--- config.mk ---
export PLATFORM = sky130hd
export DESIGN_NAME = tolerant_run_length_encoder_top
export DESIGN_NICKNAME = d
export VERILOG_FILES = /design/src/rtl/trle_pkg.sv /design/src/rtl/tolerant_run_length_encoder_top.sv
export VERILOG_INCLUDE_DIRS = /design/src /design/src/rtl
export SDC_FILE = /design/constraint.sdc
export NUM_CORES = 2
export LEC_CHECK = 0
export BUFFER_PORTS_ARGS = -buffer_cell sky130_fd_sc_hd__buf_2
export CAP_MARGIN = 10
export CORE_MARGIN = 1.5
export CORE_UTILIZATION = 40
export CTS_CLUSTER_SIZE = 25
export DETAILED_ROUTE_END_ITERATION = 10
export GPL_ROUTABILITY_DRIVEN = 1
export GPL_TIMING_DRIVEN = 0
export PLACE_DENSITY = 0.52
export SLEW_MARGIN = 40
export SYNTH_ARGS = -nofsm -noshare
export SYNTH_HDL_FRONTEND = slang
export SYNTH_SLANG_ARGS = --single-unit
--- constraint.sdc ---
create_clock -name clock -period 28.5 [get_ports clock]
set_input_delay 5.7 -clock clock [delete_from_list [all_inputs] [get_ports clock]]
set_output_delay 5.7 -clock clock [all_outputs]
set_load 0.005 [all_outputs]
--- src/rtl/tolerant_run_length_encoder_top_assert.svh ---
// assertion macros used by the rle encoder top
`ifndef TOLERANT_RUN_LENGTH_ENCODER_TOP_ASSERT_SVH
`define TOLERANT_RUN_LENGTH_ENCODER_TOP_ASSERT_SVH

// antecedent implies consequent in the same cycle
`define TRLE_ASSERT_SAME(label, ante, cons) \
   label: assert property (@(posedge clock) disable iff (reset) (ante) |-> (cons)) \
      else $error("trle same-cycle check failed");

// antecedent implies consequent in the following cycle
`define TRLE_ASSERT_NEXT(label, ante, cons) \
   label: assert property (@(posedge clock) disable iff (reset) (ante) |=> (cons)) \
      else $error("trle next-cycle check failed");

`endif

--- src/rtl/trle_pkg.sv ---
`timescale 1ns / 1ps

package trle_pkg;

   localparam int VALUE_WIDTH_DEFAULT = 32;
   localparam int COUNT_WIDTH_DEFAULT = 32;

   localparam int CSR_ADDR_WIDTH = 3;
   localparam int CSR_DATA_WIDTH = 32;
   localparam int TOL_WIDTH      = 17;

   localparam logic [CSR_ADDR_WIDTH-1:0] CSR_TOLERANCE_ADDR = 3'd0;

   localparam logic [TOL_WIDTH-1:0] ONE_Q16 = 17'h10000;

   typedef struct packed {
      logic [31:0] value;
      logic        end_of_stream;
   } trle_req_type;

   typedef struct packed {
      logic [31:0] run_count;
      logic [31:0] run_value;
      logic        last_run;
      logic [31:0] mean_value;
   } trle_rsp_type;

endpackage

--- src/rtl/tolerant_run_length_encoder_top.sv ---
// an item that opens a run is just stored; one that may join it is checked against
// both bounds and closes the run on a miss; end of stream adds the mean division
// throughput: one item at a time, set by the shared 32x32 multiplier (two bound
// products and one count*value product) and a 64-step restoring divider
// reset: synchronous, clears tolerance, the open run, sums and the output valid flag
`timescale 1ns / 1ps

`include "tolerant_run_length_encoder_top_assert.svh"

module tolerant_run_length_encoder_top
   import trle_pkg::*;
#(
   parameter int VALUE_WIDTH = VALUE_WIDTH_DEFAULT,
   parameter int COUNT_WIDTH = COUNT_WIDTH_DEFAULT
) (
   input  logic                      clock,
   input  logic                      reset,

   input  logic                      req_valid,
   output logic                      req_stall,
   input  trle_req_type              req_data,

   output logic                      rsp_valid,
   input  logic                      rsp_stall,
   output trle_rsp_type              rsp_data,

   input  logic                      psel,
   input  logic                      penable,
   input  logic                      pwrite,
   input  logic [CSR_ADDR_WIDTH-1:0] paddr,
   input  logic [CSR_DATA_WIDTH-1:0] pwdata,
   output logic [CSR_DATA_WIDTH-1:0] prdata,
   output logic                      pready
);

   localparam logic [63:0] VALUE_MAX = 64'((65'd1 << VALUE_WIDTH) - 65'd1);
   localparam logic [COUNT_WIDTH-1:0] COUNT_MAX = '1;
   localparam logic [5:0] DIV_LAST = 6'd63;

   typedef enum logic [3:0] {
      S_IDLE,
      S_MUL_LO,
      S_MUL_HI,
      S_CMP,
      S_CLOSE,
      S_ACCUM,
      S_FIN_MUL,
      S_FIN_SUM,
      S_DIV,
      S_FIN_OUT
   } state_type;

   state_type state_ff, state_in;

   logic [TOL_WIDTH-1:0]   tol_ff, tol_in;
   logic [VALUE_WIDTH-1:0] value_ff, value_in;
   logic                   eos_ff, eos_in;
   logic                   run_open_ff, run_open_in;
   logic [VALUE_WIDTH-1:0] open_value_ff, open_value_in;
   logic [COUNT_WIDTH-1:0] open_count_ff, open_count_in;
   logic [63:0]            wsum_ff, wsum_in;
   logic [COUNT_WIDTH-1:0] total_ff, total_in;
   logic [63:0]            prod_ff, prod_in;
   logic [48:0]            lo_ff, lo_in;
   logic [COUNT_WIDTH-1:0] rem_ff, rem_in;
   logic [5:0]             step_ff, step_in;
   logic                   rsp_valid_ff, rsp_valid_in;
   trle_rsp_type           rsp_data_ff, rsp_data_in;

   logic [TOL_WIDTH-1:0]   tol_eff;
   logic [17:0]            fac_lo, fac_hi;
   logic [31:0]            mult_a, mult_b;
   logic [48:0]            ceil_p;
   logic [48:0]            v_ext;
   logic                   match;
   logic [COUNT_WIDTH-1:0] cnt_inc;
   logic [COUNT_WIDTH:0]   tot_sum;
   logic [COUNT_WIDTH-1:0] tot_sat;
   logic [64:0]            wsum_sum;
   logic [63:0]            wsum_sat;
   logic [COUNT_WIDTH:0]   rem_sh, div_diff;
   logic                   div_ge;
   logic [31:0]            mean;
   logic                   out_free;
   logic                   csr_write;
   logic                   mid_run_out;
   logic                   fin_done;
   logic                   final_out;

   // shared multiplier operand select
   assign tol_eff = (tol_ff > ONE_Q16) ? ONE_Q16 : tol_ff;
   assign fac_lo  = 18'(ONE_Q16) - 18'(tol_eff);
   assign fac_hi  = 18'(ONE_Q16) + 18'(tol_eff);
   assign mult_a  = 32'(open_value_ff);

   always_comb begin
      unique case (state_ff)
         S_MUL_LO: mult_b = 32'(fac_lo);
         S_MUL_HI: mult_b = 32'(fac_hi);
         default:  mult_b = 32'(open_count_ff);
      endcase
   end

   assign prod_in = 64'(mult_a) * 64'(mult_b);

   assign ceil_p = {1'b0, prod_ff[63:16]} + 49'(prod_ff[15:0] != 16'd0);
   assign v_ext  = 49'(value_ff);
   assign match  = (lo_ff <= v_ext) && (v_ext <= ceil_p);

   assign cnt_inc  = (open_count_ff == COUNT_MAX) ? COUNT_MAX : open_count_ff + COUNT_WIDTH'(1);
   assign tot_sum  = {1'b0, total_ff} + {1'b0, open_count_ff};
   assign tot_sat  = tot_sum[COUNT_WIDTH] ? COUNT_MAX : tot_sum[COUNT_WIDTH-1:0];
   assign wsum_sum = {1'b0, wsum_ff} + {1'b0, prod_ff};
   assign wsum_sat = wsum_sum[64] ? '1 : wsum_sum[63:0];

   // restoring divider step, quotient shifts into wsum
   assign rem_sh   = {rem_ff, wsum_ff[63]};
   assign div_ge   = rem_sh >= {1'b0, total_ff};
   assign div_diff = rem_sh - {1'b0, total_ff};

   assign mean = (wsum_ff > VALUE_MAX) ? VALUE_MAX[31:0] : wsum_ff[31:0];

   assign out_free  = !rsp_valid_ff || !rsp_stall;
   assign csr_write = psel && penable && pwrite && (paddr == CSR_TOLERANCE_ADDR);

   always_comb begin
      state_in      = state_ff;
      tol_in        = csr_write ? pwdata[TOL_WIDTH-1:0] : tol_ff;
      value_in      = value_ff;
      eos_in        = eos_ff;
      run_open_in   = run_open_ff;
      open_value_in = open_value_ff;
      open_count_in = open_count_ff;
      wsum_in       = wsum_ff;
      total_in      = total_ff;
      lo_in         = lo_ff;
      rem_in        = rem_ff;
      step_in       = step_ff;
      rsp_valid_in  = rsp_valid_ff && rsp_stall;
      rsp_data_in   = rsp_data_ff;

      unique case (state_ff)
         S_IDLE: begin
            if (req_valid) begin
               value_in = req_data.value[VALUE_WIDTH-1:0];
               eos_in   = req_data.end_of_stream;
               if (!run_open_ff) begin
                  run_open_in   = 1'b1;
                  open_value_in = req_data.value[VALUE_WIDTH-1:0];
                  open_count_in = COUNT_WIDTH'(1);
                  state_in      = req_data.end_of_stream ? S_FIN_MUL : S_IDLE;
               end else begin
                  state_in = S_MUL_LO;
               end
            end
         end
         S_MUL_LO: state_in = S_MUL_HI;
         S_MUL_HI: begin
            lo_in    = ceil_p;
            state_in = S_CMP;
         end
         S_CMP: begin
            if (match) begin
               open_count_in = cnt_inc;
               state_in      = eos_ff ? S_FIN_MUL : S_IDLE;
            end else begin
               state_in = S_CLOSE;
            end
         end
         S_CLOSE: begin
            if (out_free) begin
               rsp_valid_in           = 1'b1;
               rsp_data_in.run_count  = 32'(open_count_ff);
               rsp_data_in.run_value  = 32'(open_value_ff);
               rsp_data_in.last_run   = 1'b0;
               rsp_data_in.mean_value = 32'd0;
               state_in               = S_ACCUM;
            end
         end
         S_ACCUM: begin
            wsum_in       = wsum_sat;
            total_in      = tot_sat;
            open_value_in = value_ff;
            open_count_in = COUNT_WIDTH'(1);
            state_in      = eos_ff ? S_FIN_MUL : S_IDLE;
         end
         S_FIN_MUL: state_in = S_FIN_SUM;
         S_FIN_SUM: begin
            wsum_in  = wsum_sat;
            total_in = tot_sat;
            rem_in   = '0;
            step_in  = '0;
            state_in = S_DIV;
         end
         S_DIV: begin
            rem_in   = div_ge ? div_diff[COUNT_WIDTH-1:0] : rem_sh[COUNT_WIDTH-1:0];
            wsum_in  = {wsum_ff[62:0], div_ge};
            step_in  = step_ff + 6'd1;
            if (step_ff == DIV_LAST) begin
               state_in = S_FIN_OUT;
            end
         end
         S_FIN_OUT: begin
            if (out_free) begin
               rsp_valid_in           = 1'b1;
               rsp_data_in.run_count  = 32'(open_count_ff);
               rsp_data_in.run_value  = 32'(open_value_ff);
               rsp_data_in.last_run   = 1'b1;
               rsp_data_in.mean_value = mean;
               run_open_in            = 1'b0;
               open_value_in          = '0;
               open_count_in          = '0;
               wsum_in                = '0;
               total_in               = '0;
               state_in               = S_IDLE;
            end
         end
         default: state_in = S_IDLE;
      endcase
   end

   always_ff @(posedge clock) begin
      if (reset) begin
         state_ff      <= S_IDLE;
         tol_ff        <= '0;
         run_open_ff   <= 1'b0;
         open_value_ff <= '0;
         open_count_ff <= '0;
         wsum_ff       <= '0;
         total_ff      <= '0;
         rsp_valid_ff  <= 1'b0;
      end else begin
         state_ff      <= state_in;
         tol_ff        <= tol_in;
         run_open_ff   <= run_open_in;
         open_value_ff <= open_value_in;
         open_count_ff <= open_count_in;
         wsum_ff       <= wsum_in;
         total_ff      <= total_in;
         rsp_valid_ff  <= rsp_valid_in;
      end
      value_ff    <= value_in;
      eos_ff      <= eos_in;
      prod_ff     <= prod_in;
      lo_ff       <= lo_in;
      rem_ff      <= rem_in;
      step_ff     <= step_in;
      rsp_data_ff <= rsp_data_in;
   end

   assign req_stall = (state_ff != S_IDLE);
   assign rsp_valid = rsp_valid_ff;
   assign rsp_data  = rsp_data_ff;
   assign pready    = 1'b1;
   assign prdata    = (paddr == CSR_TOLERANCE_ADDR) ? CSR_DATA_WIDTH'(tol_ff) : '0;

   assign mid_run_out = rsp_valid_ff && !rsp_data_ff.last_run;
   assign fin_done    = (state_ff == S_FIN_OUT) && out_free;
   assign final_out   = !run_open_ff && rsp_valid_ff && rsp_data_ff.last_run;

   `TRLE_ASSERT_SAME(a_open_run_counted, run_open_ff, open_count_ff != '0)
   `TRLE_ASSERT_SAME(a_divisor_nonzero, state_ff == S_DIV, total_ff != '0)
   `TRLE_ASSERT_SAME(a_mean_only_last, mid_run_out, rsp_data_ff.mean_value == 32'd0)
   `TRLE_ASSERT_NEXT(a_final_clears, fin_done, final_out)

endmodule
==> results.sh <==
export IMPL_status="completed"
export IMPL_grt_pass1_vias=50238
export IMPL_fill_cells=14975
export IMPL_dp_hpwl_um=192000
export IMPL_maxSlewHeadroom_pct=37.1
export IMPL_hold_class="reg2reg"
export IMPL_pwr_density_cell_nw_per_um2=45.5
export IMPL_drive_gt1_share_pct=6.73
export IMPL_whs_ns=0.481
export IMPL_endpoint="prod_ff[61]$_DFF_P_"
export IMPL_synth_edff_count=217
export IMPL_clk_pin_slew_ns=0.07
export IMPL_vias=50106
export IMPL_die_height_um=392
export IMPL_overflow=0
export IMPL_worstPathArrival_ns=14.12
export IMPL_area_growth_pct=9.37
export IMPL_cp_end_kind="flop"
export IMPL_grt_use_total_pct=30.7
export IMPL_busiest_layer="met2"
export IMPL_peakVddDrop_mv=0.0491
export IMPL_core_um2=150000
export IMPL_cts_buffers=52
export IMPL_hold_violations=0
export IMPL_path_max_fanout=10
export IMPL_crit_top_cell="fa_1"
export IMPL_grt_util_met2_pct=49.2
export IMPL_via_per_inst=5.47
export IMPL_drv_slew=0
export IMPL_drtIter0Drc=4357
export IMPL_finalCritPeriodShare_pct=47.7
export IMPL_setup_violations=0
export IMPL_die_w_um=392
export IMPL_portBuffers=174
export IMPL_grt_max_degree=50
export IMPL_cts_sinks=464
export IMPL_post_dp_cell_area_um2=64500
export IMPL_p_leak_nw=31.3
export IMPL_final_seq_area_um2=11500
export IMPL_seq_area_frac_synth_pct=18.9
export IMPL_final_cell_mix="inv_1 (1158), fa_1 (899), nand2_1 (880)"
export IMPL_yosys_warnings=0
export IMPL_r2r_end="prod_ff[61]$_DFF_P_"
export IMPL_gp_congestion=0.997
export IMPL_r2r_cells=40
export IMPL_finalWirelength_um=235000
export IMPL_async_flop_share_pct=0
export IMPL_cts_buffer_depth=3
export IMPL_cts_tree="built"
export IMPL_ant_nets=0
export IMPL_start_util_pct=40.3
export IMPL_ios=207
export IMPL_use_met1_pct=40.0
export IMPL_htree_num_levels=2
export IMPL_syn_avg_cell_area_um2=8.86
export IMPL_drv_cap=0
export IMPL_multi_input_area_um2=43300
export IMPL_layout_nets=8527
export IMPL_synth_seq_cells=464
export IMPL_antenna_found_initial=24
export IMPL_synth_cell_types=89
export IMPL_synth_cells=6837
export IMPL_finalInstanceArea_um2=66200
export IMPL_layout_min_cycle_time_ns=13.60
export IMPL_cts_root_buf="clkbuf_16"
export IMPL_clk_latency_ns=0.65
export IMPL_synth_area_um2=60600
export IMPL_fin_util_pct=44.1
export IMPL_reg2reg_slack_ns=14.90
export IMPL_r2r_start="tol_ff[0]$_SDFFE_PP0P_"
export IMPL_required_ns=29.02
export IMPL_worstSetupPathType="reg2reg"
export IMPL_drc=0
export IMPL_wire_per_inst_um=25.6
export IMPL_grt_first_pass_wirelength_um=341000
export IMPL_fin_cells=9162
export IMPL_die_area_um2=154000
export IMPL_start_kind="flop"
export IMPL_whs_path_depth=2
export IMPL_grt_setup_unrepaired="false"
export IMPL_synth_flop_cell="dfxtp_1"
export IMPL_critPathLaunch="tol_ff[0]$_SDFFE_PP0P_"
export IMPL_cts_hold_buf=0
export IMPL_cpPeakStageDelay_ns=0.72
export IMPL_cp_slowest_cell="o31ai_1"
export IMPL_drt_pass1_iterations=5
export IMPL_finalSetupTns_ns=0
export IMPL_post_cts_buffers=0
export IMPL_grt_util_met3_pct=6.28
export IMPL_max_clock_freq_mhz=73.5
export IMPL_rows=142
export IMPL_fin_skew_ns=0.0403
export IMPL_placed_cells=9054
export IMPL_ctsResizeCount=0
export IMPL_worst_pin_slew_ns=0.943
export IMPL_layout_cells_most_common="inv_1"
[final cells by class]
class	count	share of cell area, %
multi-input combinational	4834	65.4
sequential	464	17.3
inverter	1160	6.59
tap	2016	3.81
buffer	393	2.62
clock buffer	58	2.05
timing repair buffer	188	1.67
clock inverter	39	0.540
antenna	10	0.0378
[synthesized netlist by cell type, drive strengths merged (60+ instances only)]
library cell | instances | area [um2]
inv | 1159 | 4350
o21ai | 207 | 1040
nor2 | 352 | 1320
a211oi | 125 | 998
edfxtp | 217 | 6520
fa | 899 | 18000
nand3 | 85 | 425
nand4 | 60 | 382
ha | 460 | 5760
nor2b | 66 | 413
xor2 | 72 | 631
dfxtp | 247 | 4940
clkbuf | 353 | 1330
nor3 | 62 | 332
nand2 | 880 | 3300
xnor2 | 151 | 1320
and3 | 136 | 851
and2 | 328 | 2050
a21o | 149 | 1120
a21oi | 336 | 1690
[report_power, final]
| part | internal [W] | switching [W] |
|---|---|---|
| clock | 0.000382 | 0.000304 |
| sequential | 0.000826 | 0.000180 |
| combinational | 0.000366 | 0.000955 |
| total | 0.00157 | 0.00144 |
[kinds of logic after synthesis]
group | share of synthesized area (%)
multiplexers | 0.519
AO/OA/AOI/OAI | 11.6
other | 0.0124
adder cells (fa/ha/maj) | 39.2
flip-flops | 18.9
buffers and inverters | 9.84
XOR/XNOR | 3.23
AND/OR/NAND/NOR | 16.6
[critical path: cells and delay by family (launching register included)]
family | cells | cell delay (ns)
AO/OA/AOI/OAI | 13 | 4.33
adder cells (fa/ha/maj) | 10 | 4.85
XOR/XNOR | 1 | 0.37
AND/OR/NAND/NOR | 9 | 2.39
flip-flops | 1 | 0.35
buffers and inverters | 7 | 1.18
[routing by layer]
metal	vias up	share of wire [%]
li1	22467	-
met1	25096	41
met2	2064	45
met3	465	8.4
met4	14	5.3
met5	-	0.044
[worst min path at each step]
stage / start / end / slack, ns
after floorplan: open_count_ff[27]$_SDFFE_PP0P_ / rsp_data[92]$_DFFE_PP_ / 0.43
after global placement: total_ff[26]$_SDFFE_PP0P_ / total_ff[26]$_SDFFE_PP0P_ / 0.46
after detailed placement: total_ff[28]$_SDFFE_PP0P_ / total_ff[28]$_SDFFE_PP0P_ / 0.47
after CTS: total_ff[28]$_SDFFE_PP0P_ / total_ff[28]$_SDFFE_PP0P_ / 0.48
after global routing: total_ff[23]$_SDFFE_PP0P_ / total_ff[23]$_SDFFE_PP0P_ / 0.51
final: total_ff[31]$_SDFFE_PP0P_ / total_ff[31]$_SDFFE_PP0P_ / 0.48
[registers in the layout (all words and copies together), names as in the netlist]
register       cells
step_ff            6
rem_ff            32
mult_a            32
prod_ff           64
state_ff           4
open_count_ff     32
rsp_data          97
total_ff          32
rsp_valid          1
value_ff          32
run_open_ff        1
lo_ff             49
tol_ff            17
eos_ff             1
wsum_ff           64
[metrics by stage]
step | total power [W] | setup slack (ns)
2_1_floorplan | 0.00162 | 16.25
5_1_grt | 0.00314 | 14.22
3_3_place_gp | 0.00228 | 12.46
6_report | 0.00301 | 14.90
4_1_cts | 0.00300 | 15.04
3_5_place_dp | 0.00231 | 15.04
No activity file was read; power rests on OpenSTA's default activity.
